$ cat src/fpa_pkg.sv
// Shared constants, payload types and the saturation helper for the Q24.8 fixed-point ALU.
package fpa_pkg;

    localparam int FRAC_BITS = 8;
    localparam int DATA_W    = 32;
    localparam int NUM_W     = DATA_W + FRAC_BITS;
    localparam int PROD_W    = 2 * DATA_W;
    localparam int MULQ_W    = PROD_W - FRAC_BITS + 1;
    localparam int DIV_CELLS = NUM_W;

    localparam logic [3:0] KIND_ADD    = 4'd0;
    localparam logic [3:0] KIND_SUB    = 4'd1;
    localparam logic [3:0] KIND_MUL    = 4'd2;
    localparam logic [3:0] KIND_DIV    = 4'd3;
    localparam logic [3:0] KIND_MIN    = 4'd4;
    localparam logic [3:0] KIND_MAX    = 4'd5;
    localparam logic [3:0] KIND_INC    = 4'd6;
    localparam logic [3:0] KIND_DEC    = 4'd7;
    localparam logic [3:0] KIND_TO_INT = 4'd8;

    localparam logic [1:0] FAULT_NONE = 2'd0;
    localparam logic [1:0] FAULT_OVF  = 2'd1;
    localparam logic [1:0] FAULT_DIV0 = 2'd2;

    localparam logic [DATA_W-1:0] SAT_MAX = {1'b0, {(DATA_W-1){1'b1}}};
    localparam logic [DATA_W-1:0] SAT_MIN = {1'b1, {(DATA_W-1){1'b0}}};

    typedef struct packed {
        logic [3:0]               kind;
        logic signed [DATA_W-1:0] operand_a;
        logic signed [DATA_W-1:0] operand_b;
    } t_in_item;

    typedef struct packed {
        logic signed [DATA_W-1:0] result_value;
        logic                     a_greater;
        logic                     a_equal;
        logic                     a_less;
        logic [1:0]               fault;
    } t_out_item;

    // Everything an item carries along the whole pipeline.
    typedef struct packed {
        logic [3:0]        kind;
        logic              gt;
        logic              eq;
        logic              lt;
        logic [DATA_W-1:0] simple_result;
        logic [1:0]        simple_fault;
        logic              neg;
        logic              div_zero;
        logic              a_neg;
    } t_common;

    typedef struct packed {
        t_common           common;
        logic [DATA_W-1:0] mag_a;
        logic [DATA_W-1:0] mag_b;
    } t_prep;

    typedef struct packed {
        t_common           common;
        logic [PROD_W-1:0] product;
        logic [DATA_W-1:0] den;
        logic [DATA_W-1:0] rem;
        logic [NUM_W-1:0]  nq;
    } t_cell;

    typedef struct packed {
        t_common           common;
        logic [NUM_W:0]    q_rnd;
        logic [MULQ_W-1:0] m_rnd;
    } t_fin;

    typedef struct packed {
        logic [DATA_W-1:0] value;
        logic [1:0]        fault;
    } t_sat;

    // Applies a sign to a magnitude and saturates it to the signed data range.
    function automatic t_sat sat_mag(input logic neg, input logic [PROD_W-1:0] mag);
        t_sat res;
        res.fault = FAULT_NONE;
        if (neg) begin
            if (mag > PROD_W'(SAT_MIN)) begin
                res.value = SAT_MIN;
                res.fault = FAULT_OVF;
            end else begin
                res.value = ~mag[DATA_W-1:0] + {{(DATA_W-1){1'b0}}, 1'b1};
            end
        end else begin
            if (mag > PROD_W'(SAT_MAX)) begin
                res.value = SAT_MAX;
                res.fault = FAULT_OVF;
            end else begin
                res.value = mag[DATA_W-1:0];
            end
        end
        return res;
    endfunction

endpackage

$ cat src/fpa_mul.sv
// Magnitude product stage; also seeds the division chain.
module fpa_mul import fpa_pkg::*; (
    input  logic  i_clk,
    input  logic  i_rst_n,
    input  logic  i_en,
    input  logic  i_valid,
    input  t_prep i_data,
    output logic  o_valid,
    output t_cell o_data
);

    logic              r_valid;
    t_cell             r_data;
    t_cell             n_data;
    logic [PROD_W-1:0] product;

    assign product = i_data.mag_a * i_data.mag_b;

    always_comb begin
        n_data.common  = i_data.common;
        n_data.product = product;
        n_data.den     = i_data.mag_b;
        n_data.rem     = '0;
        n_data.nq      = {i_data.mag_a, {FRAC_BITS{1'b0}}};
    end

    always_ff @(posedge i_clk) begin
        if (!i_rst_n) begin
            r_valid <= 1'b0;
        end else if (i_en) begin
            r_valid <= i_valid;
        end
    end

    always_ff @(posedge i_clk) begin
        if (i_en) begin
            r_data <= n_data;
        end
    end

    assign o_valid = r_valid;
    assign o_data  = r_data;

endmodule

$ cat config.mk
export PLATFORM = sky130hd
export DESIGN_NAME = fpa_mul
export DESIGN_NICKNAME = d
export VERILOG_FILES = /design/src/fpa_pkg.sv /design/src/fpa_mul.sv
export SDC_FILE = /design/constraint.sdc
export NUM_CORES = 2
export LEC_CHECK = 0
export CAP_MARGIN = 10
export CELL_PAD_IN_SITES_DETAIL_PLACEMENT = 0
export CELL_PAD_IN_SITES_GLOBAL_PLACEMENT = 1
export CORE_MARGIN = 5
export CORE_UTILIZATION = 53
export DETAILED_ROUTE_END_ITERATION = 8
export DONT_BUFFER_PORTS = 1
export GPL_ROUTABILITY_DRIVEN = 0
export GPL_TIMING_DRIVEN = 0
export PLACE_DENSITY_LB_ADDON = 0.1
export SETUP_SLACK_MARGIN = 0.15
export SYNTH_ARGS = -nofsm -noshare
export SYNTH_HDL_FRONTEND = slang
export SYNTH_SLANG_ARGS = --single-unit
export TNS_END_PERCENT = 20
$ cat constraint.sdc
create_clock -name i_clk -period 9.7 [get_ports i_clk]
set_clock_uncertainty 0.2 [all_clocks]
set_input_delay 1.455 -clock i_clk [delete_from_list [all_inputs] [get_ports i_clk]]
set_output_delay 1.455 -clock i_clk [all_outputs]
set_load 0.02 [all_outputs]
Word level (Yosys, flattened, before mapping)
Cells that the tools add are included.
W data, S select, Z words.
{"block": "word_totals", "reg_bits": 173, "inputBits": 112, "out_inout_bits": 213, "word_cells": 14}
{"block": "classes", "multipliers": 1}
{"cell": "$mul A32 B32 Y64", "n": 1}

Longest topological paths before layout
{"block": "logic_depth", "depth_word": 1, "depth_mapped": 29, "depth_no_buf": 27}

Worst setup path after synthesis
OpenSTA, ideal clock, no wires.
{"block": "synth_timing", "kind": "input to register", "startpoint": "input i_data[63] (netlist bit)", "endpoint": "register r_data, in the netlist o_data[163], data pin", "setup_time_ns": 0.266, "arrival_time_ns": 7.819, "required_time_ns": 9.234, "path_slack_ns": 1.415, "cell_stages": 25, "path_buffers": 1, "cell_sequence": "clkbuf_1 -> nand2_1 -> fa_1 -> inv_1 -> fa_1 -> fa_1 -> inv_1 -> fa_1 -> inv_1 -> fa_1 -> fa_1 -> fa_1 -> inv_1 -> fa_1 -> inv_1 -> ha_1 -> a21o_1 -> a21o_1 -> a21oi_1 -> nor2_1 -> o21ba_2 -> a211o_1 -> a41oi_2 -> o21ai_1 -> xor2_1"}
{"block": "synth_between", "elab_chain_cells": 1}
{"item": "start, declared", "line_no": "fpa_mul.sv:7", "text": "input t_prep i_data,"}
{"item": "$mul A32 B32 Y64", "line_no": "fpa_mul.sv:17", "text": "assign product = i_data.mag_a * i_data.mag_b;"}
{"item": "named net product[59]", "line_no": "fpa_mul.sv:15", "text": "logic [PROD_W-1:0] product;"}
{"item": "end signal, assigned", "line_no": "fpa_mul.sv:37", "text": "r_data <= n_data;"}
{"item": "end, declared", "line_no": "fpa_mul.sv:13", "text": "t_cell r_data;"}
The timed path passes the listed nets, and every way through them passes these cells.
A chain may end at the register's enable or synchronous reset.

Worst setup path in the final report
{"block": "layout_timing", "startpoint": "input i_data[49] (netlist bit)", "endpoint": "register r_data, in the netlist o_data[165], data pin"}
Same word-level chain as after synthesis.

==> flow_summary.toml <==
[placement]
dpl.cell_count = 4910
dp_hpwl_um = 114000
dp_worst_setup_slack_ns = -0.223
portBuffers = 0

[critical_path]
critical_path_arrival_ns = 9.57
path_common_cell = "fa_1"
slowest_stage = "clkbuf_1"
r2r_start = "o_valid$_SDFFE_PN0P_"
slowest_delay_ns = 0.90
path_class = "in -> reg"
crit_required_ns = 9.74
crit_path_end_kind = "register"
cp_max_fo = 10
critPathLaunch = "i_data[49]"
crit_chain = "clkbuf_1 > and2_1 > fa_1 > inv_1 > fa_1 > fa_1 > fa_1 > inv_1 > fa_1 > fa_1 > fa_1 > fa_1 > ha_1 > buf_2 > and4_1 > and3_1 > and3_1 > a41oi_1 > nand2_1 > a211oi_2 > o31ai_1 > xnor2_1"
startpoint_type = "input port"

[logic_synthesis]
synth_cells = 3912
yosys_most_used_dff = "edfxtp_1"
async_reset_ff_share_pct = 0
synth.most_common_cell = "fa_1"
synth_common_cells = "fa_1, inv_1, and2_1, nand2_1, ha_1"
ys_ff_latch = 173
yosys.area.top_type = "fa_1"
synthTopCellsByArea = "fa_1, edfxtp_1, and2_1"
ys_types = 70
synth_top_area_share_pct = 46.0
synth_edf_count = 172
syn_area_per_cell_um2 = 9.97
yosysWarnings = 0
synth.cell_area_mm2 = 0.0390
yosysSeqAreaShare_pct = 13.3

[sta]
slew_violations = 0
setup_violations = 0
fmax_mhz = 105
tns_ns = 0
slew_headroom_pct = 12.0
rsz0062_at_grt = "yes"
finalCriticalPeriod_ns = 9.53
tightest_slew_ns = 1.32
post-route-worst-setup-slack_ns = 0.168
hold_viol = 0
min_period_over_period_pct = 98.3

[floorplan]
dieArea_mm2 = 0.0791
fp.dieW_um = 281
rows = 99
die_y_um = 281
core_area_mm2 = 0.0730
start_util_pct = 53.5
top_level_ports = 325

[clock_tree]
clock_latency_ns = 0.47
htreeDepth = 4
cts_hold_buffers = 0
cts_tree = "yes"
postCtsSetupBuffers = 0
cts-resized-gates = 0
cts-root-buf = "clkbuf_16"
cts_made_buffers = 17
clk_pin_slew_worst_paths_ns = 0.09
clock_path_buffers = 2
clock_sinks = 173

[route]
wl_per_cell_um = 28.4
drtIter0Drc = 2507
firstDrtPassIters = 6
drc = 0
vias = 28276
ant_nets = 0
wl_um = 140000
drt-vias-per-instance = 5.71

[global_route]
overflow = 0
grt_max_degree = 174
antenna_found_initial = 20
grt_pass1_wl_um = 201000
grt_usage_pct = 35.9
grt_pass1_vias = 29654

[cells_and_area]
drive_gt1_share_pct = 2.89
nets = 5243
instances_no_fill = 4955
fin_util_pct = 56.3
fillers = 6725
area_growth_syn_to_layout_pct = 5.34

[status]
status = "finished clean"

[run]
cap_viol_max_count = 0

[hold_path]
min_from = "o_valid$_SDFFE_PN0P_"
hold_class = "reg -> reg"
[path summary, 6_finish.rpt]
| check | endpoint | slack, ns | cells past startpoint |
|---|---|---|---|
| worst min-delay path | o_valid$_SDFFE_PN0P_ | 0.44 | 2 |
| worst max register to register | o_valid$_SDFFE_PN0P_ | 8.77 | 2 |
| worst max-delay path | o_data[165]$_DFFE_PP_ | 0.17 | 22 |
| worst min register to register | o_valid$_SDFFE_PN0P_ | 0.44 | 2 |
[critical path, delay by kind of cell]
kind	cells	cell delay, ns
AO/OA/AOI/OAI	3	1.04
XOR/XNOR	1	0.16
adder cells (fa/ha/maj)	9	4.47
buffers and inverters	4	1.22
AND/OR/NAND/NOR	5	1.24
[state kept, by name (all words and copies together), names as in the netlist]
register  cells
o_data      172
o_valid       1
[layout make-up]
| cell class | instances | area [um2] | area share [%] |
|---|---|---|---|
| multi-input cells | 2656 | 29500 | 71.9 |
| flip-flops and latches | 173 | 5180 | 12.6 |
| inverters | 868 | 3260 | 7.93 |
| plain buffers | 254 | 1210 | 2.94 |
| well taps | 959 | 1200 | 2.92 |
| clock buffers | 17 | 425 | 1.04 |
| clock inverters | 15 | 211 | 0.515 |
| repair buffers | 2 | 30.0 | 0.0731 |
| diodes | 11 | 27.5 | 0.0670 |
[placed cells by master, fill, tap and decap left out, types with 13 or more instances in the layout]
cell / count
fa_1: 896
inv_1: 868
and2_1: 606
nand2_1: 480
ha_1: 263
clkbuf_1: 193
edfxtp_1: 172
a21oi_1: 62
buf_4: 42
conb_1: 40
a21o_1: 38
xnor2_1: 37
nor2_1: 31
o21ai_0: 26
xor2_1: 22
clkbuf_16: 17
nand4_1: 15
a31oi_1: 14
and3_1: 14
o21bai_1: 13
[logic make-up (layout without fill, tap and decap cells)]
group,after synthesis,after routing,synth area share [%]
AOI/OAI and AO/OA,218,218,3.97
xor gates and xnor gates,59,59,1.32
adders and majority gates,1159,1159,54.4
buffers and inverters,1122,1156,11.3
DFF,173,173,13.3
muxes,1,1,0.0257
other,1,51,0.00961
and+or+nand+nor,1179,1179,15.6
[metal layers]
layer / part of all wire [%] / global-route usage (%) / vias to the layer above
li1: - / - / 11606
met1: 35 / 44.0 / 14686
met2: 47 / 57.6 / 1530
met3: 9.0 / 7.30 / 450
met4: 8.7 / 24.6 / 4
met5: 0.016 / 0 / -
[per-stage QoR]
step	hold WS (ns)	cell area, um2
after detailed placement	0.436	40400
after floorplan	0.389	39200
final	0.437	41100
after global routing	0.496	41100
after global placement	0.422	40400
after CTS	0.448	41000
Power is not shown: default switching activity piles up to over one toggle a cycle in this logic, so the estimate is an artifact.
