### config.mk
export PLATFORM = sky130hd
export DESIGN_NAME = fpa_prep
export DESIGN_NICKNAME = d
export VERILOG_FILES = /design/src/fpa_pkg.sv /design/src/fpa_prep.sv
export SDC_FILE = /design/constraint.sdc
export NUM_CORES = 1
export LEC_CHECK = 0
export BUFFER_PORTS_ARGS = -buffer_cell sky130_fd_sc_hd__buf_2
export CAP_MARGIN = 20
export CORE_MARGIN = 4
export CORE_UTILIZATION = 50
export CTS_BUF_LIST = sky130_fd_sc_hd__clkbuf_8
export DETAILED_ROUTE_END_ITERATION = 16
export GPL_TIMING_DRIVEN = 0
export PLACE_DENSITY_LB_ADDON = 0.15
export RECOVER_POWER = 100
export SLEW_MARGIN = 30
export SYNTH_ARGS = -nofsm -noshare
export SYNTH_HDL_FRONTEND = slang
export SYNTH_SLANG_ARGS = --single-unit
export TNS_END_PERCENT = 100
### constraint.sdc
create_clock -name i_clk -period 5.95 [get_ports i_clk]
set_input_delay 1.19 -clock i_clk [delete_from_list [all_inputs] [get_ports i_clk]]
set_output_delay 1.19 -clock i_clk [all_outputs]
set_load 0.02 [all_outputs]
### src/fpa_pkg.sv
// Shared constants, payload types and the saturation helper for the Q24.8 fixed-point ALU.
package fpa_pkg;

    localparam int FRAC_BITS = 8;
    localparam int DATA_W    = 32;
    localparam int NUM_W     = DATA_W + FRAC_BITS;
    localparam int PROD_W    = 2 * DATA_W;
    localparam int MULQ_W    = PROD_W - FRAC_BITS + 1;
    localparam int DIV_CELLS = NUM_W;

    localparam logic [3:0] KIND_ADD    = 4'd0;
    localparam logic [3:0] KIND_SUB    = 4'd1;
    localparam logic [3:0] KIND_MUL    = 4'd2;
    localparam logic [3:0] KIND_DIV    = 4'd3;
    localparam logic [3:0] KIND_MIN    = 4'd4;
    localparam logic [3:0] KIND_MAX    = 4'd5;
    localparam logic [3:0] KIND_INC    = 4'd6;
    localparam logic [3:0] KIND_DEC    = 4'd7;
    localparam logic [3:0] KIND_TO_INT = 4'd8;

    localparam logic [1:0] FAULT_NONE = 2'd0;
    localparam logic [1:0] FAULT_OVF  = 2'd1;
    localparam logic [1:0] FAULT_DIV0 = 2'd2;

    localparam logic [DATA_W-1:0] SAT_MAX = {1'b0, {(DATA_W-1){1'b1}}};
    localparam logic [DATA_W-1:0] SAT_MIN = {1'b1, {(DATA_W-1){1'b0}}};

    typedef struct packed {
        logic [3:0]               kind;
        logic signed [DATA_W-1:0] operand_a;
        logic signed [DATA_W-1:0] operand_b;
    } t_in_item;

    typedef struct packed {
        logic signed [DATA_W-1:0] result_value;
        logic                     a_greater;
        logic                     a_equal;
        logic                     a_less;
        logic [1:0]               fault;
    } t_out_item;

    // Everything an item carries along the whole pipeline.
    typedef struct packed {
        logic [3:0]        kind;
        logic              gt;
        logic              eq;
        logic              lt;
        logic [DATA_W-1:0] simple_result;
        logic [1:0]        simple_fault;
        logic              neg;
        logic              div_zero;
        logic              a_neg;
    } t_common;

    typedef struct packed {
        t_common           common;
        logic [DATA_W-1:0] mag_a;
        logic [DATA_W-1:0] mag_b;
    } t_prep;

    typedef struct packed {
        t_common           common;
        logic [PROD_W-1:0] product;
        logic [DATA_W-1:0] den;
        logic [DATA_W-1:0] rem;
        logic [NUM_W-1:0]  nq;
    } t_cell;

    typedef struct packed {
        t_common           common;
        logic [NUM_W:0]    q_rnd;
        logic [MULQ_W-1:0] m_rnd;
    } t_fin;

    typedef struct packed {
        logic [DATA_W-1:0] value;
        logic [1:0]        fault;
    } t_sat;

    // Applies a sign to a magnitude and saturates it to the signed data range.
    function automatic t_sat sat_mag(input logic neg, input logic [PROD_W-1:0] mag);
        t_sat res;
        res.fault = FAULT_NONE;
        if (neg) begin
            if (mag > PROD_W'(SAT_MIN)) begin
                res.value = SAT_MIN;
                res.fault = FAULT_OVF;
            end else begin
                res.value = ~mag[DATA_W-1:0] + {{(DATA_W-1){1'b0}}, 1'b1};
            end
        end else begin
            if (mag > PROD_W'(SAT_MAX)) begin
                res.value = SAT_MAX;
                res.fault = FAULT_OVF;
            end else begin
                res.value = mag[DATA_W-1:0];
            end
        end
        return res;
    endfunction

endpackage

### src/fpa_prep.sv
// Input stage: compare flags, the simple operations and operand magnitudes.
module fpa_prep import fpa_pkg::*; (
    input  logic     i_clk,
    input  logic     i_rst_n,
    input  logic     i_en,
    input  logic     i_valid,
    input  t_in_item i_data,
    output logic     o_valid,
    output t_prep    o_data
);

    logic              r_valid;
    t_prep             r_data;
    t_prep             n_data;
    logic [DATA_W-1:0] ua;
    logic [DATA_W-1:0] ub;
    logic [DATA_W:0]   opb;
    logic              cin;
    logic [DATA_W:0]   sum;
    logic              ovf;
    logic [DATA_W-1:0] sum_sat;
    logic              gt;
    logic              lt;

    assign ua = i_data.operand_a;
    assign ub = i_data.operand_b;
    assign gt = i_data.operand_a > i_data.operand_b;
    assign lt = i_data.operand_a < i_data.operand_b;

    // One 33-bit adder serves add, subtract, increment and decrement.
    always_comb begin
        opb = {ub[DATA_W-1], ub};
        cin = 1'b0;
        case (i_data.kind)
            KIND_SUB: begin
                opb = ~{ub[DATA_W-1], ub};
                cin = 1'b1;
            end
            KIND_INC: opb = {{DATA_W{1'b0}}, 1'b1};
            KIND_DEC: opb = {(DATA_W+1){1'b1}};
            default:  opb = {ub[DATA_W-1], ub};
        endcase
    end

    assign sum     = {ua[DATA_W-1], ua} + opb + {{DATA_W{1'b0}}, cin};
    assign ovf     = sum[DATA_W] ^ sum[DATA_W-1];
    assign sum_sat = sum[DATA_W] ? SAT_MIN : SAT_MAX;

    always_comb begin
        n_data.common.kind     = i_data.kind;
        n_data.common.gt       = gt;
        n_data.common.eq       = (ua == ub);
        n_data.common.lt       = lt;
        n_data.common.neg      = ua[DATA_W-1] ^ ub[DATA_W-1];
        n_data.common.div_zero = (ub == '0);
        n_data.common.a_neg    = ua[DATA_W-1];
        n_data.mag_a = ua[DATA_W-1] ? (~ua + {{(DATA_W-1){1'b0}}, 1'b1}) : ua;
        n_data.mag_b = ub[DATA_W-1] ? (~ub + {{(DATA_W-1){1'b0}}, 1'b1}) : ub;
        n_data.common.simple_fault = FAULT_NONE;
        case (i_data.kind)
            KIND_ADD, KIND_SUB, KIND_INC, KIND_DEC: begin
                if (ovf) begin
                    n_data.common.simple_result = sum_sat;
                    n_data.common.simple_fault  = FAULT_OVF;
                end else begin
                    n_data.common.simple_result = sum[DATA_W-1:0];
                end
            end
            KIND_MIN:    n_data.common.simple_result = lt ? ua : ub;
            KIND_MAX:    n_data.common.simple_result = gt ? ua : ub;
            KIND_TO_INT: n_data.common.simple_result = i_data.operand_a >>> FRAC_BITS;
            default:     n_data.common.simple_result = '0;
        endcase
    end

    always_ff @(posedge i_clk) begin
        if (!i_rst_n) begin
            r_valid <= 1'b0;
        end else if (i_en) begin
            r_valid <= i_valid;
        end
    end

    always_ff @(posedge i_clk) begin
        if (i_en) begin
            r_data <= n_data;
        end
    end

    assign o_valid = r_valid;
    assign o_data  = r_data;

endmodule

# Word-level counts from Yosys, hierarchy flattened
# Index checks and enable logic that the tools add are counted.
# Widths: inputs -> output; s select.
[totals] out_inout_bits=109 elab_cells=45 in_bits=72 reg_bits=109
[classes] mux=10 n_reduce_logical=3 magnitude_cmp=2 n_addsub=4 n_bitwise=5 n_eq_ne=7
[ops] cell="$mux 32" n=4
[ops] cell="$pmux 32 s4" n=1
[ops] cell="$pmux 33 s3" n=1
[ops] cell="$add 32x1->32 const B" n=2
[ops] cell="$not 32->32" n=2
[ops] cell="$mux 31" n=2
[ops] cell="$add 33x1->33" n=1
[ops] cell="$add 33x33->33" n=1
[ops] cell="$not 33->33" n=1
[ops] cell="$eq 32x32->1" n=1
[ops] cell="$gt 32x32->1" n=1
[ops] cell="$logic_not 32->1" n=1
[ops] cell="$lt 32x32->1" n=1
[ops] cell="$eq 4x3->1 const B" n=4
[ops] cell="$eq 4x1->1 const B" n=1
[ops] cell="$eq 4x4->1 const B" n=1
[ops] cell="$logic_not 4->1" n=1
[ops] cell="$reduce_or 4->1" n=1
[ops] cell="$mux 1" n=2
[ops] cell="$xor 1x1->1" n=2

# Logic depth before layout (Yosys ltp)
[depth] word_depth=7 depth_mapped=19 mapped_depth_nobuf=16

# Least setup slack after synthesis
# Ideal clock, no wire load.
[synth_path] path_type="input to register" start="input port i_data[65] (netlist name)" end="register r_data, in the netlist o_data[95], data pin" arrival_ns=5.165 n_path_buf=2 setup_ns=0.261 path_stages=18 required_ns=5.689 setup_slack_ns=0.524 cell_sequence="nor2_1 nand2_1 a21oi_1 clkbuf_1 mux2i_1 fa_1 inv_1 fa_1 a211oi_1 o21bai_1 a21oi_1 o31ai_1 a31oi_1 o311ai_1 xnor2_1 clkbuf_1 nand4_1 a221o_1"
[synth_rtl] item="start: declaration" line_no="fpa_prep.sv:7" text="input t_in_item i_data,"
[synth_rtl] item="end signal: assignment" line_no="fpa_prep.sv:86" text="r_data <= n_data;"
[synth_rtl] item="end: declaration" line_no="fpa_prep.sv:13" text="t_prep r_data;"

==> results.md <==
- Status: finished, violations left
- Failing checks: max-capacitance violations, max-slew violations
- DRT antenna net count: 0
- CTS max path bufs: 2
- Crit share post-route: 0.967
- Largest cells by area after synthesis: edfxtp_1 (35%), ha_1 (8.9%), xnor2_1 (6.9%)
- Fin cells: 1366
- Startpoint types: input pin
- Gr ovfl total: 0
- Initial DRC Count: approximately 890
- EDFF count, synth: ~110
- # nets final: 1271
- Final Max Tran Viols: between 100 and 150
- Synth warn: 0
- Pwr dens: roughly 230 nW/um2
- Post-DP HPWL: 23.0 mm
- # diodes: 0
- Gp weighted congestion: 1.01
- Sequential area share after synthesis: 0.355
- Hold-fix buffers, CTS: 0
- H-Tree Depth: 3
- Layout Skew: 0 ns
- Vias: 8470
- CP max FO: 10
- WP data required: 6.11 ns
- Max transition margin: -0.313
- Clk slew on worst S/H paths: between 0.1 and 0.15 ns
- Most numerous cell in the Yosys netlist: edfxtp_1
- Cts bufs inserted: 9
- Final hold slack: 0.539 ns
- Total iterations of the first detailed-routing run: 6
- Cell leakage power: 4.00 nW
- Post-Syn Instances: 960
- Tightest Pin Transition: 1.97 ns
- Net count after synthesis: approximately 1100
- Final Hold Viols: 0
- CP Class: input pin to register
- Synth Register Bits: 108
- Commonest cells post-synth: edfxtp_1 (107), nand2_1 (89), o21ai_0 (78)
- Clock root buffer: clkbuf_8
- Share of flip-flops with an asynchronous set or reset: 0
- # rows: between 40 and 50
- Register area: 3230 um2
- GRT Resource Usage Total: 0.287
- Maximum vdd drop: 127 uV
- Die area: 20400 um2
- First-pass GRT wire length: 44.5 mm
- Synth-to-layout area growth: 12.4%
- Antenna violations before repair: 0
- Placed cell count: around 1300
- Fmax: 174 MHz
- Tightest Hold Check Type: register to register
- Syn Std Cell Area: approximately 9100 um2
- Most used DFF post-synth: edfxtp_1
- Overall Power: 2.38 mW
- TritonCTS Sinks: 108
- Mean Syn Cell Area: 9.49 um2
- Vias in the first global route: 7697
- Total wire length: 29.9 mm
- IO Pins: 181
- Die Width: 143 um
- Initial core utilization: 0.507
- Final setup vio count: 0
- Layout cells sized above 1: 0.102
- Worst setup EP type: register
- Fillcell total: roughly 1700
- Core Region: 18000 um2
- CP arrival: 5.92 ns
- Max_cap viols: 2
- Die height: 143 um
- Multi-input gate area: ~5400 um2
- Final Critical Period: 5.75 ns
- Yosys top cell area share: 0.353
- Vias/cell: 6.20
- Clock insertion delay at the later pin of the skew report: between 0.4 and 0.5 ns
- Largest net degree at the start of global routing: 77
- Wire per inst: 21.9 um
- Number of remaining DRC errors: 0
- CTS tree: built
- Post-synth cell types: between 60 and 70
- Buffers on Ports: 158
- Post-synth top area cell: edfxtp_1
## registers in the layout, summed over array words and instances, names as in the netlist
name     cells
o_data     107
o_valid      1
## power breakdown
| part | internal, mW | leakage [nW] | switching [mW] |
|---|---|---|---|
| Sequential | 0.941 | 1.05 | 0.0232 |
| Combinational | 0.337 | 2.85 | 0.612 |
| Clock | 0.164 | 0.0993 | 0.300 |
| Total | 1.44 | 4.00 | 0.934 |
## metrics by stage
step | setup slack (ns) | util | setup TNS, ns | cell area (um2)
global route | -0.0186 | 0.570 | -0.0907 | 10200
floorplan | 0.524 | - | 0 | 9110
global placement | -1.49 | 0.567 | -38.96 | 10200
detailed placement | -1.45 | 0.569 | -38.40 | 10200
CTS | 0.0244 | 0.582 | 0 | 10400
finish | 0.196 | 0.570 | 0 | 10200
## layout make-up
type | instances | area share
multi-input combinational | 730 | 0.526
sequential | 108 | 0.316
timing repair buffer | 161 | 0.0651
buffer | 72 | 0.0283
tap | 229 | 0.0280
inverter | 50 | 0.0183
clock buffer | 9 | 0.0121
clock inverter | 7 | 0.00660
## final timing paths
path,to,cells past startpoint,startpoint,slack [ns]
setup / recovery,o_data[86]$_DFFE_PP_,20,i_data[65],0.20
hold / removal,o_valid$_SDFFE_PN0P_,2,o_valid$_SDFFE_PN0P_,0.54
setup reg to reg,o_valid$_SDFFE_PN0P_,2,o_valid$_SDFFE_PN0P_,5.32
hold reg to reg,o_valid$_SDFFE_PN0P_,2,o_valid$_SDFFE_PN0P_,0.54
## routing by layer
layer  up-vias  track usage  share of wire
met5         -            0              0
met4         0        0.111          0.034
li1       3950            -              -
met2       449        0.446           0.44
met3        71       0.0516           0.10
met1      4000        0.400           0.42
## worst max-delay path, stage by stage
cell	delay, ns
buf_2	0.13
nor2_1	0.10
nand2_1	0.08
or2_2	0.27
clkbuf_1	0.18
clkbuf_2	0.28
mux2i_1	0.23
fa_1	0.24
inv_1	0.06
fa_1	0.43
a211oi_1	0.31
o21bai_1	0.15
a21oi_2	0.27
o31ai_4	0.14
a31oi_4	0.33
o311ai_2	0.19
xnor2_2	0.33
clkbuf_2	0.37
nand3_1	0.21
a221o_1	0.38
## cell usage in the layout, fill, tap and decap left out, types with 9 or more instances in the layout
master	Yosys	layout
clkbuf_1	66	176
edfxtp_1	107	107
nand2_1	89	89
o21ai_0	78	78
xnor2_1	72	71
ha_1	65	65
nor2_1	50	50
inv_1	49	49
buf_2	2	43
a21oi_1	43	42
mux2i_1	36	36
o22a_1	31	31
a221o_1	31	31
mux2_2	30	30
o31ai_1	19	18
nand4_1	14	14
or4_1	6	13
nand2b_1	10	12
a21o_1	11	11
nand3_1	11	11
and3_1	10	10
a31oi_1	10	9
o41ai_1	5	9
a211oi_1	9	9
clkbuf_8	0	9
## what timing repair did
action	CTS	global route
endpoints found under the setup margin	32	31
buffers inserted	0	2
pin swaps	0	1
resized for setup	8	11
## kinds of logic (layout without fill, tap and decap cells)
kind of cell / after synthesis / after routing / share of synthesized area
buffers and inverters: 122 / 299 / 0.0518
AND/OR/NAND/NOR: 243 / 243 / 0.136
flip-flops: 108 / 108 / 0.355
AO/OA/AOI/OAI: 273 / 273 / 0.210
other: 1 / 1 / 0.000412
XOR/XNOR: 80 / 80 / 0.0769
adder cells (fa/ha/maj): 67 / 67 / 0.0937
multiplexers: 66 / 66 / 0.0767
Note: power is estimated with default switching activity, not from simulation.
