$ cat config.mk
export PLATFORM = sky130hd
export DESIGN_NAME = fpa_finish
export DESIGN_NICKNAME = d
export VERILOG_FILES = /design/src/fpa_pkg.sv /design/src/fpa_finish.sv
export SDC_FILE = /design/constraint.sdc
export NUM_CORES = 1
export LEC_CHECK = 0
export ABC_AREA = 1
export BUFFER_PORTS_ARGS = -buffer_cell sky130_fd_sc_hd__buf_2
export CORE_MARGIN = 3
export CORE_UTILIZATION = 57
export DETAILED_ROUTE_END_ITERATION = 7
export PLACE_DENSITY = 0.86
export SYNTH_ARGS = -nofsm -noshare
export SYNTH_HDL_FRONTEND = slang
export SYNTH_SLANG_ARGS = --single-unit
$ cat constraint.sdc
create_clock -name i_clk -period 4.2 [get_ports i_clk]
set_input_delay 1.26 -clock i_clk [delete_from_list [all_inputs] [get_ports i_clk]]
set_output_delay 1.26 -clock i_clk [all_outputs]
set_load 0.1 [all_outputs]
$ cat src/fpa_pkg.sv
// Shared constants, payload types and the saturation helper for the Q24.8 fixed-point ALU.
package fpa_pkg;

    localparam int FRAC_BITS = 8;
    localparam int DATA_W    = 32;
    localparam int NUM_W     = DATA_W + FRAC_BITS;
    localparam int PROD_W    = 2 * DATA_W;
    localparam int MULQ_W    = PROD_W - FRAC_BITS + 1;
    localparam int DIV_CELLS = NUM_W;

    localparam logic [3:0] KIND_ADD    = 4'd0;
    localparam logic [3:0] KIND_SUB    = 4'd1;
    localparam logic [3:0] KIND_MUL    = 4'd2;
    localparam logic [3:0] KIND_DIV    = 4'd3;
    localparam logic [3:0] KIND_MIN    = 4'd4;
    localparam logic [3:0] KIND_MAX    = 4'd5;
    localparam logic [3:0] KIND_INC    = 4'd6;
    localparam logic [3:0] KIND_DEC    = 4'd7;
    localparam logic [3:0] KIND_TO_INT = 4'd8;

    localparam logic [1:0] FAULT_NONE = 2'd0;
    localparam logic [1:0] FAULT_OVF  = 2'd1;
    localparam logic [1:0] FAULT_DIV0 = 2'd2;

    localparam logic [DATA_W-1:0] SAT_MAX = {1'b0, {(DATA_W-1){1'b1}}};
    localparam logic [DATA_W-1:0] SAT_MIN = {1'b1, {(DATA_W-1){1'b0}}};

    typedef struct packed {
        logic [3:0]               kind;
        logic signed [DATA_W-1:0] operand_a;
        logic signed [DATA_W-1:0] operand_b;
    } t_in_item;

    typedef struct packed {
        logic signed [DATA_W-1:0] result_value;
        logic                     a_greater;
        logic                     a_equal;
        logic                     a_less;
        logic [1:0]               fault;
    } t_out_item;

    // Everything an item carries along the whole pipeline.
    typedef struct packed {
        logic [3:0]        kind;
        logic              gt;
        logic              eq;
        logic              lt;
        logic [DATA_W-1:0] simple_result;
        logic [1:0]        simple_fault;
        logic              neg;
        logic              div_zero;
        logic              a_neg;
    } t_common;

    typedef struct packed {
        t_common           common;
        logic [DATA_W-1:0] mag_a;
        logic [DATA_W-1:0] mag_b;
    } t_prep;

    typedef struct packed {
        t_common           common;
        logic [PROD_W-1:0] product;
        logic [DATA_W-1:0] den;
        logic [DATA_W-1:0] rem;
        logic [NUM_W-1:0]  nq;
    } t_cell;

    typedef struct packed {
        t_common           common;
        logic [NUM_W:0]    q_rnd;
        logic [MULQ_W-1:0] m_rnd;
    } t_fin;

    typedef struct packed {
        logic [DATA_W-1:0] value;
        logic [1:0]        fault;
    } t_sat;

    // Applies a sign to a magnitude and saturates it to the signed data range.
    function automatic t_sat sat_mag(input logic neg, input logic [PROD_W-1:0] mag);
        t_sat res;
        res.fault = FAULT_NONE;
        if (neg) begin
            if (mag > PROD_W'(SAT_MIN)) begin
                res.value = SAT_MIN;
                res.fault = FAULT_OVF;
            end else begin
                res.value = ~mag[DATA_W-1:0] + {{(DATA_W-1){1'b0}}, 1'b1};
            end
        end else begin
            if (mag > PROD_W'(SAT_MAX)) begin
                res.value = SAT_MAX;
                res.fault = FAULT_OVF;
            end else begin
                res.value = mag[DATA_W-1:0];
            end
        end
        return res;
    endfunction

endpackage

$ cat src/fpa_finish.sv
// Two output stages: rounding of product and quotient, then saturation and selection.
module fpa_finish import fpa_pkg::*; (
    input  logic      i_clk,
    input  logic      i_rst_n,
    input  logic      i_en,
    input  logic      i_valid,
    input  t_cell     i_data,
    output logic      o_valid,
    output t_out_item o_data
);

    logic      r_valid_1;
    t_fin      r_fin;
    t_fin      n_fin;
    logic      r_valid_2;
    t_out_item r_out;
    t_out_item n_out;
    logic      round_up;
    t_sat      mul_sat;
    t_sat      div_sat;

    // Ties round away from zero on the magnitude.
    assign round_up = ({i_data.rem, 1'b0} >= {1'b0, i_data.den});

    always_comb begin
        n_fin.common = i_data.common;
        n_fin.q_rnd  = {1'b0, i_data.nq} + {{NUM_W{1'b0}}, round_up};
        n_fin.m_rnd  = {1'b0, i_data.product[PROD_W-1:FRAC_BITS]}
                     + {{(MULQ_W-1){1'b0}}, i_data.product[FRAC_BITS-1]};
    end

    assign mul_sat = sat_mag(r_fin.common.neg, PROD_W'(r_fin.m_rnd));
    assign div_sat = sat_mag(r_fin.common.neg, PROD_W'(r_fin.q_rnd));

    always_comb begin
        n_out.a_greater = r_fin.common.gt;
        n_out.a_equal   = r_fin.common.eq;
        n_out.a_less    = r_fin.common.lt;
        case (r_fin.common.kind)
            KIND_MUL: begin
                n_out.result_value = mul_sat.value;
                n_out.fault        = mul_sat.fault;
            end
            KIND_DIV: begin
                if (r_fin.common.div_zero) begin
                    n_out.result_value = r_fin.common.a_neg ? SAT_MIN : SAT_MAX;
                    n_out.fault        = FAULT_DIV0;
                end else begin
                    n_out.result_value = div_sat.value;
                    n_out.fault        = div_sat.fault;
                end
            end
            default: begin
                n_out.result_value = r_fin.common.simple_result;
                n_out.fault        = r_fin.common.simple_fault;
            end
        endcase
    end

    always_ff @(posedge i_clk) begin
        if (!i_rst_n) begin
            r_valid_1 <= 1'b0;
            r_valid_2 <= 1'b0;
        end else if (i_en) begin
            r_valid_1 <= i_valid;
            r_valid_2 <= r_valid_1;
        end
    end

    always_ff @(posedge i_clk) begin
        if (i_en) begin
            r_fin <= n_fin;
            r_out <= n_out;
        end
    end

    assign o_valid = r_valid_2;
    assign o_data  = r_out;

endmodule

## Yosys cells after proc, flatten, opt, wreduce, memory -nomap -nowiden

Index checks and enable logic that the tools add are counted.

| operators by class | value |
|---|---|
| mux-type cells | 15 |
| magnitude comparators | 5 |
| add/subtract/negate cells | 4 |
| equal/unequal tests | 2 |
| bitwise logic cells | 2 |

Operators with widths:

| cell | number |
|---|---|
| 32-bit 2-to-1 mux | 6 |
| 34-bit 2-to-1 mux | 2 |
| 32-bit by 1-bit adder with 32-bit output, second input constant | 2 |
| 32-bit NOT | 2 |
| 32-bit one-hot mux with 2 select lines | 1 |
| 56-bit by 1-bit adder with 57-bit output | 1 |
| 57-bit by 31-bit > comparator with 1-bit output, second input constant | 1 |
| 57-bit by 32-bit > comparator with 1-bit output, second input constant | 1 |
| 40-bit by 1-bit adder with 41-bit output | 1 |
| 41-bit by 31-bit > comparator with 1-bit output, second input constant | 1 |
| 41-bit by 32-bit > comparator with 1-bit output, second input constant | 1 |
| 33-bit by 32-bit greater-or-equal comparator with 1-bit output | 1 |
| 4-bit by 2-bit == test with 1-bit output, second input constant | 2 |
| 1-bit 2-to-1 mux | 4 |
| 2-bit one-hot mux with 2 select lines | 1 |
| 2-bit 2-to-1 mux | 1 |

| storage, ports and cells | value |
|---|---|
| word-level logic and storage cells | 46 |
| flip-flop bits (word level) | 181 |

## Logic depth before layout (Yosys ltp)

Gate-level depths: netlist of the first run.

| depth | value |
|---|---|
| depth in word-level cells | 6 |
| mapped depth | 21 |
| gate-level depth less buffers | 21 |

## Worst setup path before layout of the first run

OpenSTA, ideal clock, no wires.

| timing | value |
|---|---|
| path kind | input to register |
| from | input i_data[102] (netlist bit) |
| to | register r_fin[93] (netlist bit) (data pin) |
| arrival time | 3.471 ns |
| slack | 0.471 ns |
| cell stages on the path | 19 |
| path buffers | 0 |
| cell sequence | inv_1 -> ha_1 -> nand4_1 -> nor2_1 -> nand2_1 -> nor4_1 -> nand3b_1 -> nand3_1 -> ha_1 -> nand2_2 -> nor2_4 -> inv_2 -> nor2_4 -> nand4_2 -> nor2_4 -> nand3_2 -> nor2_2 -> nand2_2 -> xor2_1 |

RTL lines:

| item | line | text |
|---|---|---|
| from (decl) | fpa_finish.sv:7 | `input t_cell i_data,` |
| to (signal assigned) | fpa_finish.sv:72 | `r_fin <= n_fin;` |
| to (decl) | fpa_finish.sv:13 | `t_fin r_fin;` |

==> results_dict.tcl, run 1 <==
set metrics [dict create \
    final.period_utilization_pct 88.15 \
    rows 54 \
    synthTopCellsByArea "edfxtp_1, nand2_1, nand3_1" \
    synth.avg_cell_area_um2 7.810 \
    cts_setup_buffers 0 \
    yosys.area.top_type "edfxtp_1" \
    critPathMaxFanout 4 \
    wl_per_cell_um 17.26 \
    maxCapViolCount 0 \
    internal-power_mw 3.328 \
    grt_pass1_wl_um 59020 \
    drtIter0Drc 1315 \
    cp_slowest_cell "ha_1" \
    cts_root_buf "clkbuf_16" \
    synth_edf_count 179 \
    final_common_cell "nand2_1" \
    hold_slack_ps 418.0 \
    fmax_ghz 0.2701 \
    dieArea_um2 24630 \
    synth_compound_area_share_pct 2.611 \
    ctsHtreeMaxLevel 4 \
    worst_slew_pin_slew_ps 748.4 \
    fp.dieH_um 156.9 \
    slowest_delay_ps 290 \
    start_util_pct 58.78 \
    area_growth_pct 15.62 \
    cts_tree "yes" \
    syn-num-nets 1918 \
    relSlewSlack_pct 49.65 \
    dpl_cell_area_um2 14450 \
    post-dp-hpwl_um 30330 \
    p_sw_mw 1.516 \
    cts_resized 0 \
    cts_buffers 17 \
    n_antenna_cell 0 \
    pre_cts_ws_ps 30.22 \
    synthAdderAreaFrac_pct 3.757 \
    rsz0062_at_grt "false" \
    fin_nets 2164 \
    r2r_start "r_fin[57]$_DFFE_PP_" \
    final_area_um2 15020 \
    path_class "in -> reg" \
    via_per_inst 5.566 \
    synthSimpleGateAreaFrac_pct 37.20 \
    firstDrtPassIters 6 \
    synth_area_um2 12990 \
    hold_path.class "reg -> reg" \
    clkLatencyLatePin_ps 440 \
    fin_cells 2202 \
    sw_frac_of_total_pct 31.29 \
    ys.flop_type "edfxtp_1" \
    path_clk_slew_ps 60 \
    tns_ps 0 \
    crit_path_end_kind "flip-flop" \
    numPortBuffers 246 \
    final_cell_mix "nand2_1, buf_2, nor2_1" \
    whs_endpoint "o_data[4]$_DFFE_PP_" \
    yosysUniqueCellTypes 52 \
    crit_path_start_kind "input pin" \
    clock_sinks 181 \
    wl_um 38010 \
    drc 0 \
    arrival_ps 3890 \
    yosysTopAreaCellShare_pct 41.39 \
    grt_max_degree 108 \
    drv_slew 0 \
    skew_ps 8.976 \
    power_density_nw_per_um2 322.6 \
    p_seq_share_pct 47.0 \
    yosysWarnings 0 \
    hold_buffers 0 \
    hold_start "n_out[4]$_DFFE_PP_" \
    grt_pass1_vias 11500 \
    crit_chain "buf_2, inv_1, ha_1, inv_1, nor3_1, nand2_1, o311ai_0, nand2_1, nand2_1, nand2_1, nand3_1, ha_1, nand2_2, inv_1, nand3_1, inv_1, nand2_1, nor3_2, nand4_1, xor2_1" \
    syn_inst 1663 \
    grt_usage_pct 30.57 \
    antenna_found_initial 0 \
    synthMuxAreaShare_pct 0 \
    worst_ir_drop_vdd_mv 0.2103 \
    ys_seq_elements 181 \
    dieWidth_um 156.9 \
    outcome "complete, no violations" \
    worstReg2RegEnd "o_data[36]$_DFFE_PP_" \
    hold_viol 0 \
    combinationalPowerShare_pct 20.4 \
    gr-total-overflow 0 \
    ff2ff_setup_slack_ps 1440 \
    setup_ws_ps 497.8 \
    layout-drive-gt1-share_pct 18.89 \
    synth_top_family_by_area "simple AND/OR/NAND/NOR gates" \
    vias 12260 \
    setup_viol 0 \
    fillers 1906 \
    io_pins 254 \
    seq_area_frac_synth_pct 41.70 \
    cp.required_ps 4380 \
    r2r_cells 13 \
    gp_congestion 0.9572 \
    clockBufferDepth 2 \
    placedCellCount 2170 \
    fin_crit_ps 3702 \
    core_um2 22090 \
    synth_xor_area_share_pct 7.486 \
    cp_common_cell "nand2_1" \
    p_leak_nw 6.550 \
    clkPwrFrac_pct 32.5 \
    synthArstFlopShare_pct 0 \
    detail-route-antenna-nets 0 \
    min_path_cells 0 \
]
==> power groups by stage <==
stage | Clock (mW) | Combinational [mW] | Sequential (mW)
floorplan | 0 | 0.431 | 2.50
global placement | 0 | 0.955 | 2.31
detailed placement | 0 | 0.977 | 2.31
CTS | 1.59 | 0.981 | 2.27
global route | 1.66 | 1.08 | 2.29
finish | 1.57 | 0.990 | 2.28
==> how the worst max path moves through the flow <==
| stage | start | to | slack (ps) | cells past startpoint |
|---|---|---|---|---|
| global placement | i_data[102] | r_fin[91]$_DFFE_PP_ | 120 | 18 |
| CTS | i_data[80] | r_fin[91]$_DFFE_PP_ | 480 | 20 |
| finish | i_data[80] | r_fin[91]$_DFFE_PP_ | 500 | 20 |
| detailed placement | i_data[80] | r_fin[91]$_DFFE_PP_ | 30 | 20 |
| global route | i_data[80] | r_fin[91]$_DFFE_PP_ | 160 | 20 |
| floorplan | i_data[102] | r_fin[93]$_DFFE_PP_ | 470 | 19 |
==> state kept, by name, summed over array words and instances (netlist names) <==
| name | count |
|---|---|
| n_out | 3 |
| o_data | 37 |
| o_valid | 1 |
| r_fin | 139 |
| r_valid_1 | 1 |
==> cells in the mapped netlist (4+ instances only) <==
| cell type | n |
|---|---|
| nand2_1 | 442 |
| nor2_1 | 222 |
| nand3_1 | 189 |
| inv_1 | 182 |
| edfxtp_1 | 179 |
| xor2_1 | 74 |
| nand4_1 | 50 |
| nor3_1 | 49 |
| ha_1 | 39 |
| xnor2_1 | 37 |
| a21oi_1 | 24 |
| o21ai_0 | 24 |
| nor4_1 | 15 |
| nand2_2 | 14 |
| nand3_2 | 14 |
| nor2_2 | 14 |
| buf_6 | 8 |
| nor2_4 | 8 |
| clkbuf_1 | 7 |
| nand3b_1 | 7 |
| inv_2 | 6 |
| nor3_2 | 5 |
| and2_1 | 4 |
| buf_2 | 4 |
| buf_4 | 4 |
| nand4_2 | 4 |
| o21bai_1 | 4 |
==> layout make-up <==
type                       instances  area [um^2]  area share [%]
clock buffer                      21        440.4           2.933
clock inverter                    11        127.6          0.8499
inverter                         191        723.2           4.816
multi-input combinational       1262         6634           44.18
sequential                       181         5415           36.06
tap                              280        350.3           2.333
timing repair buffer             256         1325           8.824
==> critical path, delay by kind of cell <==
kind	cells	cell delay (ps)
AOI/OAI and AO/OA	1	120
adders and majority gates	2	460
and+or+nand+nor	11	1430
xor gates and xnor gates	1	190
buffers and inverters	5	420
==> cell families after synthesis <==
| group | count (synthesis) |
|---|---|
| simple gates | 1052 |
| fa+ha+maj | 39 |
| flops | 181 |
| buf+inv | 220 |
| xor+xnor | 111 |
| compound gates | 60 |
==> routing by layer <==
metal  GRT usage (%)  up-vias  share of wire, %
met1           42.57     5575                42
met3           5.911       49               9.8
li1                -     6005                 -
met2           49.14      628                46
met5               0        -                 0
met4           8.504        0               1.9
==> metrics by stage <==
stage	power [mW]	utilization (%)
floorplan	2.929	-
detailed placement	3.288	65.39
finish	4.844	67.96
CTS	4.847	67.96
global route	5.034	67.96
global placement	3.262	65.39
Power figures use the tool's default switching activity.
==> run 2: changes to the inputs <==
- CORE_ASPECT_RATIO: unset -> 1.75
- CORE_UTILIZATION: 57 -> 51
- PLACE_DENSITY: 0.86 -> 0.82
- clock period: 4.2 -> 3.2 ns (I/O delays scaled with it)
==> run 2 against run 1 <==
Net effect: via count up 1.8%; clock skew up 4.2 ps; clock power up 32%; power up 33%; first-iteration DRC count down 39%; largest power group unchanged; highest routed layer is now met5.
==> results_dict.tcl, run 2 (same netlist as run 1, synthesis figures left out) <==
set metrics [dict create \
    dieWidth_um 126.6 \
    cts_tree "yes" \
    fin_crit_ps 3139 \
    utilization_pct 63.18 \
    final_area_um2 15680 \
    drtIter0Drc 805 \
    grt_usage_pct 29.62 \
    core_um2 24820 \
    layout-drive-gt1-share_pct 22.52 \
    numPortBuffers 246 \
    dieArea_um2 27490 \
    gr-total-overflow 0 \
    n_antenna_cell 0 \
    via_per_inst 5.497 \
    setup_ws_ps 61.01 \
    worst_ir_drop_vdd_mv 0.4011 \
    cts_buffers 17 \
    wl_per_cell_um 18.09 \
    cp.required_ps 3400 \
    hold_viol 0 \
    busiest_layer "met2" \
    met3_usage_pct 3.217 \
    power_density_nw_per_um2 409.4 \
    arrival_ps 3340 \
    worst_slew_pin_slew_ps 776.3 \
    area_growth_pct 20.73 \
    crit_path_start_kind "input pin" \
    cts_root_buf "clkbuf_16" \
    gp_congestion 1.005 \
    pre_cts_ws_ps -410.3 \
    final_common_cell "nand2_1" \
    rsz0062_at_grt "true" \
    use_met1_pct 29.10 \
    vias 12480 \
    final_cell_mix "nand2_1, buf_2, nor2_1" \
    crit_path_end_kind "flip-flop" \
    post-dp-hpwl_um 33940 \
    drc 0 \
    fin_nets 2200 \
    outcome "complete, no violations" \
    clock_sinks 181 \
    start_util_pct 52.33 \
    skew_ps 13.19 \
    detail-route-antenna-nets 0 \
    firstDrtPassIters 6 \
    io_pins 254 \
    path_class "in -> reg" \
    drv_slew 0 \
    clkLatencyLatePin_ps 450 \
    dpl_cell_area_um2 14950 \
    fmax_ghz 0.3186 \
    largest-register "r_fin" \
    fp.dieH_um 217.1 \
    met2_usage_pct 55.99 \
    setup_viol 0 \
    grt_pass1_vias 12570 \
    largest_reg_flops 139 \
    maxCapViolCount 0 \
    p_leak_nw 6.766 \
    ctsHtreeMaxLevel 4 \
    grt_pass1_wl_um 63250 \
    rows 76 \
    power.total_mw 6.419 \
    grt_max_degree 72 \
    path_clk_slew_ps 60 \
    hold_slack_ps 421.5 \
    critPathMaxFanout 3 \
    hold_buffers 0 \
    hold_path.class "reg -> reg" \
    clockBufferDepth 2 \
    antenna_found_initial 2 \
    relSlewSlack_pct 48.25 \
    wl_um 41060 \
    final.period_utilization_pct 98.09 \
]
## run 2: cell types whose count changed in the layout (fill, tap and decap cells not counted), moves of 4 or more
cell,change
inv_4,+5
buf_6,+6
buf_4,+35
clkbuf_1,-4
ha_4,+14
inv_2,+8
inv_1,-14
buf_2,-7
ha_1,-14
## run 2: stage by stage
step	cells	TNS (ps)
6_report	2270	0
3_5_place_dp	2235	-7003
5_1_grt	2270	-485.7
2_1_floorplan	1663	-216.4
3_3_place_gp	2235	-6179
4_1_cts	2267	0
## run 2: worst paths after layout
kind | to | cells after the start | from | slack, ps
max | r_fin[93]$_DFFE_PP_ | 19 | i_data[64] | 60
min reg2reg | o_data[3]$_DFFE_PP_ | 0 | n_out[3]$_DFFE_PP_ | 420
min | o_data[3]$_DFFE_PP_ | 0 | n_out[3]$_DFFE_PP_ | 420
max reg2reg | o_data[35]$_DFFE_PP_ | 12 | r_fin[57]$_DFFE_PP_ | 410
## run 2: repair_timing
item | CTS | global route
endpoints found under the setup margin | 0 | 17
resized for setup | 0 | 24
setup buffers | 0 | 3
## run 2: critical path, stage by stage
cell and delay (ps):
buf_2 110, ha_4 250, nand4_1 100, nor2_2 130, nand2_2 80, nor4_4 230
nand3b_1 130, nand3_2 130, ha_4 150, nand2_4 50, nor2_4 90, inv_2 60
nor2_4 150, nand4_4 110, nor2_4 160, nand3_4 90, nor2_4 130, nand2_2 70
xor2_1 140
## run 2: area by class of cell
class	instances	area [um^2]
well taps	312	390.4
repair buffers	292	1655
multi-input cells	1262	6898
fillers	2204	9139
clock buffers	17	425.4
clock inverters	15	152.6
inverters	191	743.2
flip-flops and latches	181	5415
## run 2: per-layer routing
metal / vias to the layer above / part of all wire, %
met5: - / 0.076
met4: 4 / 8.0
met3: 166 / 4.2
met2: 497 / 54
met1: 5724 / 33
li1: 6087 / -
## run 2: power by group
group | total (mW) | switching (mW) | internal (mW)
sequential | 2.98 | 0.148 | 2.84
combinational | 1.37 | 0.952 | 0.417
clock | 2.07 | 0.915 | 1.15
total | 6.42 | 2.02 | 4.40
==> run 3: changes to the inputs <==
- clock period: 3.2 -> 2.67 ns (I/O delays scaled with it)
==> run 3 against run 2 <==
Net effect: the run now ends with setup timing left; die area unchanged; flip-flop and latch count stayed put; wire length grew 6.2%; clock power rose by 25%; global-route usage grew 1.4 points; via count rose by 2.8%; non-clock buffer count is 35 higher.
==> results_dict.tcl, run 3 (same netlist as run 1, synthesis figures left out) <==
set metrics [dict create \
    skew_ps 10.56 \
    vias 12830 \
    ff2ff_setup_slack_ps 210 \
    startpoint "i_data[96]" \
    fillers 2134 \
    clock_sinks 181 \
    numPortBuffers 246 \
    violations "setup timing" \
    largest_reg_flops 139 \
    r2r_start "r_fin[72]$_DFFE_PP_" \
    fp.dieH_um 217.1 \
    pre_cts_ws_ps -743.5 \
    path_clk_slew_ps 70 \
    cp.required_ps 2880 \
    path_class "in -> reg" \
    drv_slew 0 \
    area_growth_pct 25.62 \
    arrival_ps 3100 \
    antenna_found_initial 5 \
    cts_root_buf "clkbuf_16" \
    hold_buffers 0 \
    via_per_inst 5.560 \
    start_util_pct 52.33 \
    crit_path_start_kind "input pin" \
    rows 76 \
    placedCellCount 2263 \
    regArea_um2 5415 \
    tns_ps -2972 \
    grt_pass1_vias 12730 \
    hold_path.class "reg -> reg" \
    fin_nets 2235 \
    gp_congestion 1.058 \
    drc 0 \
    dieArea_um2 27490 \
    setup_ws_ps -224.1 \
    min_path_cells 0 \
    core_um2 24820 \
    multi_input_area_um2 7084 \
    final_cell_mix "nand2_1, buf_2, nor2_1" \
    grt_usage_pct 31.00 \
    clockBufferDepth 2 \
    drtIter0Drc 941 \
    rsz0062_at_grt "true" \
    grt_max_degree 72 \
    power.total_mw 7.882 \
    setup_viol 24 \
    final.period_utilization_pct 108.4 \
    cts_tree "yes" \
    post-dp-hpwl_um 35380 \
    maxCapViolCount 0 \
    dieWidth_um 126.6 \
    hold_start "n_out[4]$_DFFE_PP_" \
    relSlewSlack_pct 45.17 \
    grt_pass1_wl_um 65370 \
    outcome "finished, violations left" \
    fmax_ghz 0.3455 \
    layout-drive-gt1-share_pct 25.29 \
    fin_cells 2308 \
    io_pins 254 \
    largest-register "r_fin" \
    cts_buffers 17 \
    fin_crit_ps 2894 \
    worstReg2RegEnd "o_data[34]$_DFFE_PP_" \
    gr-total-overflow 0 \
    r2r_cells 10 \
    firstDrtPassIters 7 \
    wl_per_cell_um 18.89 \
    clkLatencyLatePin_ps 460 \
    detail-route-antenna-nets 0 \
    worst_ir_drop_vdd_mv 0.4761 \
    worst_slew_pin_slew_ps 816.2 \
    crit_path_end_kind "flip-flop" \
    critPathMaxFanout 3 \
    wl_um 43590 \
    ctsHtreeMaxLevel 4 \
    final_common_cell "nand2_1" \
    p_leak_nw 7.057 \
    power_density_nw_per_um2 483.2 \
    whs_endpoint "o_data[4]$_DFFE_PP_" \
    hold_viol 0 \
]
## run 3: changes by cell type in the layout (fill, tap and decap cells not counted), sizes merged
cell,previous run,this run
clkbuf,17,18
diode,0,3
clkinv,8,10
clkinvlp,4,0
buf,292,327
bufinv,2,3
## run 3: how the worst max path moves through the flow
stage | endpoint | slack, ps
finish | r_fin[96]$_DFFE_PP_ | -220
global route | r_fin[93]$_DFFE_PP_ | -380
CTS | r_fin[93]$_DFFE_PP_ | -170
detailed placement | r_fin[93]$_DFFE_PP_ | -740
global placement | r_fin[93]$_DFFE_PP_ | -700
floorplan | r_fin[93]$_DFFE_PP_ | -530
## run 3: final cells by class
class | count | area share, %
inverters | 191 | 4.586
repair buffers | 327 | 12.66
diodes | 3 | 0.04602
flip-flops and latches | 181 | 33.19
clock buffers | 18 | 2.631
clock inverters | 14 | 1.066
well taps | 312 | 2.393
multi-input cells | 1262 | 43.42
## run 3: critical path: stages
cell and delay [ps]:
buf_6 70, inv_2 30, ha_4 270, nand4_1 200
nor4_4 320, nand3b_1 120, nand3_2 120, ha_4 140
nand2_4 50, nor2_4 90, inv_2 50, nor2_4 130
buf_4 130, nand2_2 60, nor3_4 200, nand3_2 130
nor2_2 110, xor2_1 60
## run 3: repair_timing
item                                    4_1_cts  5_1_grt
endpoints found under the setup margin       22       32
setup buffers                                 3        7
gates resized for setup                      17       65
hold endpoints to repair                      0        0
pin swaps                                    11       18
## run 3: stage by stage
| step | area (um^2) | utilization (%) | hold slack [ps] |
|---|---|---|---|
| floorplan | 13200 | - | 400.3 |
| global placement | 15210 | 61.27 | 400.9 |
| detailed placement | 15210 | 61.27 | 411.8 |
| CTS | 15920 | 64.14 | 427.7 |
| global route | 16310 | 65.73 | 432.5 |
| finish | 16310 | 65.73 | 426.2 |
## run 3: per-layer routing
layer / vias to the layer above / part of all wire [%] / track usage, %
met5: - / 0.048 / 0
met4: 4 / 9.9 / 25.95
met3: 229 / 5.1 / 4.838
met2: 583 / 53 / 56.88
met1: 5855 / 32 / 29.57
li1: 6161 / - / -
## run 3: power by group
group / leakage [nW] / total (mW) / switching [mW] / internal [mW]
Combinational: 4.99 / 1.72 / 1.18 / 0.546
Clock: 0.294 / 2.58 / 1.10 / 1.48
Sequential: 1.77 / 3.58 / 0.177 / 3.40
Total: 7.06 / 7.88 / 2.46 / 5.42
